<file path="src/tcf_isqrt.sv">
// Pipelined integer square root, one result bit per stage, with a side payload.
// Depends on nothing; instantiated by two_charge_field_at_grid_point.
module tcf_isqrt #(
    parameter int IN_W   = 49,
    parameter int RES_W  = 25,
    parameter int SIDE_W = 1
) (
    input  logic              clk,
    input  logic              en,
    input  logic [IN_W-1:0]   radicand,
    input  logic [SIDE_W-1:0] side_in,
    output logic [RES_W-1:0]  root,
    output logic [SIDE_W-1:0] side_out
);

    localparam int REM_W = ((IN_W > 2 * RES_W) ? IN_W : 2 * RES_W) + 1;

    logic [REM_W-1:0]  rem_reg  [RES_W-1];
    logic [RES_W-1:0]  res_reg  [RES_W];
    logic [SIDE_W-1:0] side_reg [RES_W];

    logic [REM_W-1:0]  rem_cur  [RES_W];
    logic [REM_W-1:0]  rem_next [RES_W];
    logic [REM_W-1:0]  trial    [RES_W];
    logic [RES_W-1:0]  res_cur  [RES_W];
    logic [RES_W-1:0]  res_next [RES_W];

    // Stage inputs: the first stage reads the ports, the others the previous stage.
    always_comb
    begin
        rem_cur[0] = REM_W'(radicand);
        res_cur[0] = '0;
        for (int s = 1; s < RES_W; s++)
        begin
            rem_cur[s] = rem_reg[s-1];
            res_cur[s] = res_reg[s-1];
        end
    end

    // Each stage tries one root bit, most significant first, on the running remainder.
    always_comb
    begin
        int b;
        for (int s = 0; s < RES_W; s++)
        begin
            b = RES_W - 1 - s;
            trial[s] = (REM_W'(res_cur[s]) << (b + 1)) + (REM_W'(1) << (2 * b));
            if (rem_cur[s] >= trial[s])
            begin
                rem_next[s] = rem_cur[s] - trial[s];
                res_next[s] = res_cur[s] | (RES_W'(1) << b);
            end
            else
            begin
                rem_next[s] = rem_cur[s];
                res_next[s] = res_cur[s];
            end
        end
    end

    // Stage registers move together when the pipeline advances.
    always_ff @(posedge clk)
    begin
        if (en)
        begin
            side_reg[0] <= side_in;
            for (int s = 0; s < RES_W; s++)
            begin
                res_reg[s] <= res_next[s];
            end
            for (int s = 0; s < RES_W - 1; s++)
            begin
                rem_reg[s] <= rem_next[s];
            end
            for (int s = 1; s < RES_W; s++)
            begin
                side_reg[s] <= side_reg[s-1];
            end
        end
    end

    assign root     = res_reg[RES_W-1];
    assign side_out = side_reg[RES_W-1];

endmodule

</file>
<file path="config.mk">
export PLATFORM = sky130hd
export DESIGN_NAME = tcf_isqrt
export DESIGN_NICKNAME = d
export VERILOG_FILES = /design/src/tcf_isqrt.sv
export SDC_FILE = /design/constraint.sdc
export NUM_CORES = 2
export LEC_CHECK = 0
export BUFFER_PORTS_ARGS = -buffer_cell sky130_fd_sc_hd__buf_2
export CAP_MARGIN = 20
export CELL_PAD_IN_SITES_DETAIL_PLACEMENT = 0
export CELL_PAD_IN_SITES_GLOBAL_PLACEMENT = 1
export CORE_MARGIN = 4
export CORE_UTILIZATION = 53
export CTS_CLUSTER_DIAMETER = 80
export DETAILED_ROUTE_END_ITERATION = 12
export PLACE_DENSITY_LB_ADDON = 0.1
export SYNTH_ARGS = -nofsm -noshare
export SYNTH_HDL_FRONTEND = slang
export SYNTH_SLANG_ARGS = --single-unit
export TNS_END_PERCENT = 10
</file>
<file path="constraint.sdc">
create_clock -name clk -period 4.6 [get_ports clk]
set_input_delay 0.92 -clock clk [delete_from_list [all_inputs] [get_ports clk]]
set_output_delay 0.92 -clock clk [all_outputs]
set_load 0.005 [all_outputs]
</file>
# Yosys cells after proc, flatten, opt, wreduce, memory -nomap -nowiden
# Memories as Yosys holds them, arrays and structs flattened.
# Cells that the tools add are included.
[word_totals]
ff_bits = 0
ramBits = 1874
in_bits = 52
mem_count = 3
[op_classes]
magnitude_cmp = 25
add_sub_neg = 48
mux = 51
[memory_table]
columns = ["name", "depth", "word_bits", "rd", "rd_ports_with_merged_regs", "wr", "line_no", "text"]
rows = [
  ["rem_reg", 24, 51, 24, 0, 24, "18", "logic [REM_W-1:0] rem_reg [RES_W-1];"],
  ["res_reg", 25, 25, 25, 0, 25, "19", "logic [RES_W-1:0] res_reg [RES_W];"],
  ["side_reg", 25, 1, 25, 0, 25, "20", "logic [SIDE_W-1:0] side_reg [RES_W];"],
]
[op_table]
columns = ["op", "n"]
rows = [
  ["51-bit 2-to-1 mux", 24],
  ["51-bit by 27-bit >= comparator with 1-bit output", 1],
  ["51-bit by 28-bit >= comparator with 1-bit output", 1],
  ["51-bit by 29-bit >= comparator with 1-bit output", 1],
  ["51-bit by 30-bit >= comparator with 1-bit output", 1],
  ["51-bit by 31-bit >= comparator with 1-bit output", 1],
  ["51-bit by 32-bit >= comparator with 1-bit output", 1],
  ["51-bit by 33-bit >= comparator with 1-bit output", 1],
  ["51-bit by 34-bit >= comparator with 1-bit output", 1],
  ["51-bit by 35-bit >= comparator with 1-bit output", 1],
  ["51-bit by 36-bit >= comparator with 1-bit output", 1],
  ["51-bit by 37-bit >= comparator with 1-bit output", 1],
  ["51-bit by 38-bit >= comparator with 1-bit output", 1],
  ["51-bit by 39-bit >= comparator with 1-bit output", 1],
  ["51-bit by 40-bit >= comparator with 1-bit output", 1],
  ["51-bit by 41-bit >= comparator with 1-bit output", 1],
  ["51-bit by 42-bit >= comparator with 1-bit output", 1],
  ["51-bit by 43-bit >= comparator with 1-bit output", 1],
  ["51-bit by 44-bit >= comparator with 1-bit output", 1],
  ["51-bit by 45-bit >= comparator with 1-bit output", 1],
  ["51-bit by 46-bit >= comparator with 1-bit output", 1],
  ["51-bit by 47-bit >= comparator with 1-bit output", 1],
  ["51-bit by 48-bit >= comparator with 1-bit output", 1],
  ["51-bit by 49-bit >= comparator with 1-bit output", 1],
  ["other kinds (75)", 77],
]

# Logic depth before layout (Yosys ltp)
# An unclocked memory read counts as a cell.
[depth]
word_depth = 4
depth_mapped = 14

# Least setup slack after synthesis
# Ideal clock, no wire load.
[synth_timing]
path_type = "flip-flop to flip-flop"
startpoint = "mem rem_reg[2][81] in the netlist's numbering"
endpoint = "mem rem_reg[2][151] in the netlist's numbering, data pin"
path_slack_ns = 1.196
n_path_buf = 1
t_arrival_ns = 3.147
period_less_slack_ns = 3.404
required_time_ns = 4.342
stages_incl_launch_ff = 11
path_cell_list = "edfxtp_1 -> ha_1 -> clkbuf_1 -> and4_1 -> and2_1 -> or4b_1 -> a31oi_2 -> nand4_1 -> or3_1 -> or3_1 -> xnor2_1"
[synth_lines]
columns = ["element", "line_no"]
rows = [
  ["from (decl)", "18"],
]

==> run_results.csv <==
group,metric,value,unit
timing,final_max_slew_viol_count,0,
worst_setup_path,reg2regPathDepth,11,
yosys,synth_seq_cells,1573,
clock_network,max-clock-path-buffers,3,
clock_network,clk_pin_slew_worst_paths,0.06,ns
worst_setup_path,startpoint_type,"register",
hold_path,hp-class,"in2reg",
die,pin_count,78,
yosys,yosysMostFrequentCell,"edfxtp_1",
drt,drt_iter0_drc,3396,
worst_setup_path,rrSetupSlack,0.28,ns
power,ir_drop,0.380,mV
yosys,synth_warnings,0,
die,start_util,53.4,%
yosys,synth_top_area_share,63.4,%
hold_path,whs_endpoint,"rem_reg[0][25]",
yosys,synth_area_leader_cell,"edfxtp_1",
timing,rsz0062_at_grt,"false",
worst_setup_path,crit_fanout,11,
clock_network,cts_hold_buffers,0,
clock_network,cts_buffers,165,
grt,grt_pass1_vias,45000,
status,status,"finished clean",
drt,routedWlPerCell,19.9,um
grt,grt-ovfl-total,0,
clock_network,clkSinkCount,1573,
die,coreArea,0.140,sq mm
placement,place_congestion,0.909,
hold_path,min_from,"radicand[25]",
clock_network,clock_latency,0.79,ns
clock_network,post_cts_buffers,0,
clock_network,clock-root-buffer,"clkbuf_16",
grt,grt_start_max_net_pins,157,
yosys,synth.yosys.seq_area_share,63.4,%
die,rows,137,
placement,io_buffers,77,
worst_setup_path,rr_startpoint,"res_reg[1][116]",
drt,drc,0,
clock_network,cts_resized,0,
power,power.density,478,mW/mm^2
cells_and_area,num-fill-cells,11200,
cells_and_area,final_nets,6477,
die,die_h,383,um
worst_setup_path,cp.arrival,4.81,ns
yosys,synth_flop_cell,"edfxtp_1",
worst_setup_path,cp_top_family,"simple AND/OR/NAND/NOR gates",
cells_and_area,area_growth,11.7,%
yosys,synth.cell_area,0.0745,sq mm
placement,hpwl,120,mm
drt,ant_nets,0,
worst_setup_path,timing.setup.critical_path_class,"reg2reg",
drt,vias,45700,
die,die_area,0.147,sq mm
worst_setup_path,critPathBufInv,1,
timing,fmax,231,MHz
timing,max-slew-margin-rel,27.8,%
power,p_leak,31.3,nW
cells_and_area,antennaDiodeCount,0,
timing,worstMarginPinSlew,1.07,ns
grt,grt_pass1_wl,253,mm
flow_run,maxCapViolCount,0,
die,die_x,383,um
yosys,async_reset_ff_share,0,%
placement,post-place-cells,7788,
grt,antenna_found_initial,3,
worst_setup_path,path_cells,"inv_1 > ha_1 > and4_1 > nand4_1 > nor4_1 > nor4b_2 > nor3_1 > a22o_2 > a2111o_1 > o41ai_1 > o21ai_0",
worst_setup_path,critPathMaxStageDelay,0.57,ns
worst_setup_path,crit_slowest_cell,"a2111o_1",
grt,grt_use_total,21.9,%
drt,dr.pass1.iters,5,
yosys,ys_types,89,
yosys,synth_edf_count,1573,
cells_and_area,largest_reg_flops,1223,
yosys,synthTopCellsByArea,"edfxtp_1 63%, ha_1 5.8%, xnor2_1 3.2%",
yosys,synthTopCellsByCount,"1573 x edfxtp_1, 448 x inv_1, 395 x nor2_1, 380 x nand2_1, 346 x ha_1",
cells_and_area,finish.utilization,59.6,%
timing,finalHoldViolCount,0,
clock_network,cts_tree,"built",
worst_setup_path,crit_required,5.09,ns
timing,min_period,4.32,ns
cells_and_area,stdcell_count,8088,
timing,setup_tns,0,ns
hold_path,min_path_cells,1,
worst_setup_path,worstReg2RegEnd,"rem_reg[2][292]",
drt,drt_wl_total,161,mm
timing,setup_viol,0,
drt,viasPerCell,5.65,
yosys,synthCells,5876,
timing,clock_skew,0.0479,ns
worst_setup_path,end_kind,"register",
yosys,syn_avg_cell_area,12.7,sq um
timing,period_share,94.0,%
clock_network,cts_htree_levels,4,
cells_and_area,drive_gt1_share,8.00,%
placed cells by master (no fill, tap or decap), types with 76 or more instances in the layout:
master / synthesis / routed
clkbuf_16: 0 / 165
nand4_1: 93 / 93
nor3_1: 159 / 159
nor4_1: 197 / 195
xnor2_1: 276 / 276
nand2_1: 380 / 380
o21ai_0: 296 / 296
nand3_1: 96 / 96
ha_1: 346 / 346
xor2_1: 255 / 255
inv_1: 448 / 448
edfxtp_1: 1573 / 1573
buf_2: 7 / 76
nor2_1: 395 / 395
a21o_1: 137 / 137
a21oi_1: 340 / 340
worst register-to-register path: stages, from the launching register on:
cell	delay, ns
edfxtp_1	0.47
inv_1	0.08
ha_1	0.39
and4_1	0.32
nand4_1	0.11
nor4_1	0.52
nor4b_2	0.55
nor3_1	0.09
a22o_2	0.36
a2111o_1	0.57
o41ai_1	0.37
o21ai_0	0.20
cell families (layout without fill, tap and decap cells):
logic type / after synthesis / in the layout / synth area share [%]
buffers and inverters: 558 / 893 / 2.84
adder cells (fa/ha/maj): 346 / 346 / 5.81
other: 1 / 2 / 0.00503
XOR/XNOR: 531 / 531 / 6.24
flip-flops: 1573 / 1573 / 63.4
AO/OA/AOI/OAI: 1088 / 1088 / 9.02
AND/OR/NAND/NOR: 1733 / 1733 / 12.0
multiplexers: 46 / 46 / 0.687
metrics by stage:
stage | worst slack (ns) | area, sq um | power (mW) | hold slack, ns
6_report | 0.277 | 83200 | 39.8 | 0.293
4_1_cts | 0.354 | 83200 | 40.1 | 0.223
5_1_grt | 0.0417 | 83200 | 41.8 | 0.228
3_5_place_dp | 0.359 | 77500 | 26.4 | 0.405
3_3_place_gp | 0.396 | 77500 | 26.4 | 0.401
2_1_floorplan | 1.20 | 74500 | 24.0 | 0.400
report_power, final:
part           switching, mW  leakage, nW  internal [mW]
clock                   5.64         2.71           7.93
combinational           4.10         13.5           2.83
sequential              1.29         15.1           18.0
total                   11.0         31.3           28.7
metal layers:
layer  global-route usage (%)  wire (um)  vias to the layer above
met5                        0         12                        -
met4                     6.99       4640                        2
met3                     3.57       6880                      262
met2                     37.1      78700                      893
met1                     29.2      71100                    22100
li1                         -          -                    22400
how the worst max path moves through the flow:
stage	to	start	cells past startpoint	slack, ns
4_1_cts	rem_reg[2][320]	rem_reg[2][286]	9	0.35
6_report	rem_reg[2][292]	res_reg[1][116]	11	0.28
3_5_place_dp	rem_reg[2][320]	rem_reg[2][286]	9	0.36
5_1_grt	rem_reg[2][350]	rem_reg[2][286]	10	0.04
3_3_place_gp	rem_reg[2][320]	rem_reg[2][262]	10	0.40
2_1_floorplan	rem_reg[2][151]	rem_reg[2][81]	10	1.20
layout make-up:
| class | count | area [sq um] | share of cell area [%] |
|---|---|---|---|
| timing repair buffer | 141 | 1040 | 1.25 |
| clock inverter | 106 | 1400 | 1.69 |
| multi-input combinational | 3746 | 25200 | 30.3 |
| sequential | 1573 | 47200 | 56.8 |
| tap | 1876 | 2350 | 2.82 |
| clock buffer | 194 | 4240 | 5.09 |
| inverter | 452 | 1700 | 2.04 |
No activity file was read; power rests on OpenSTA's default activity.
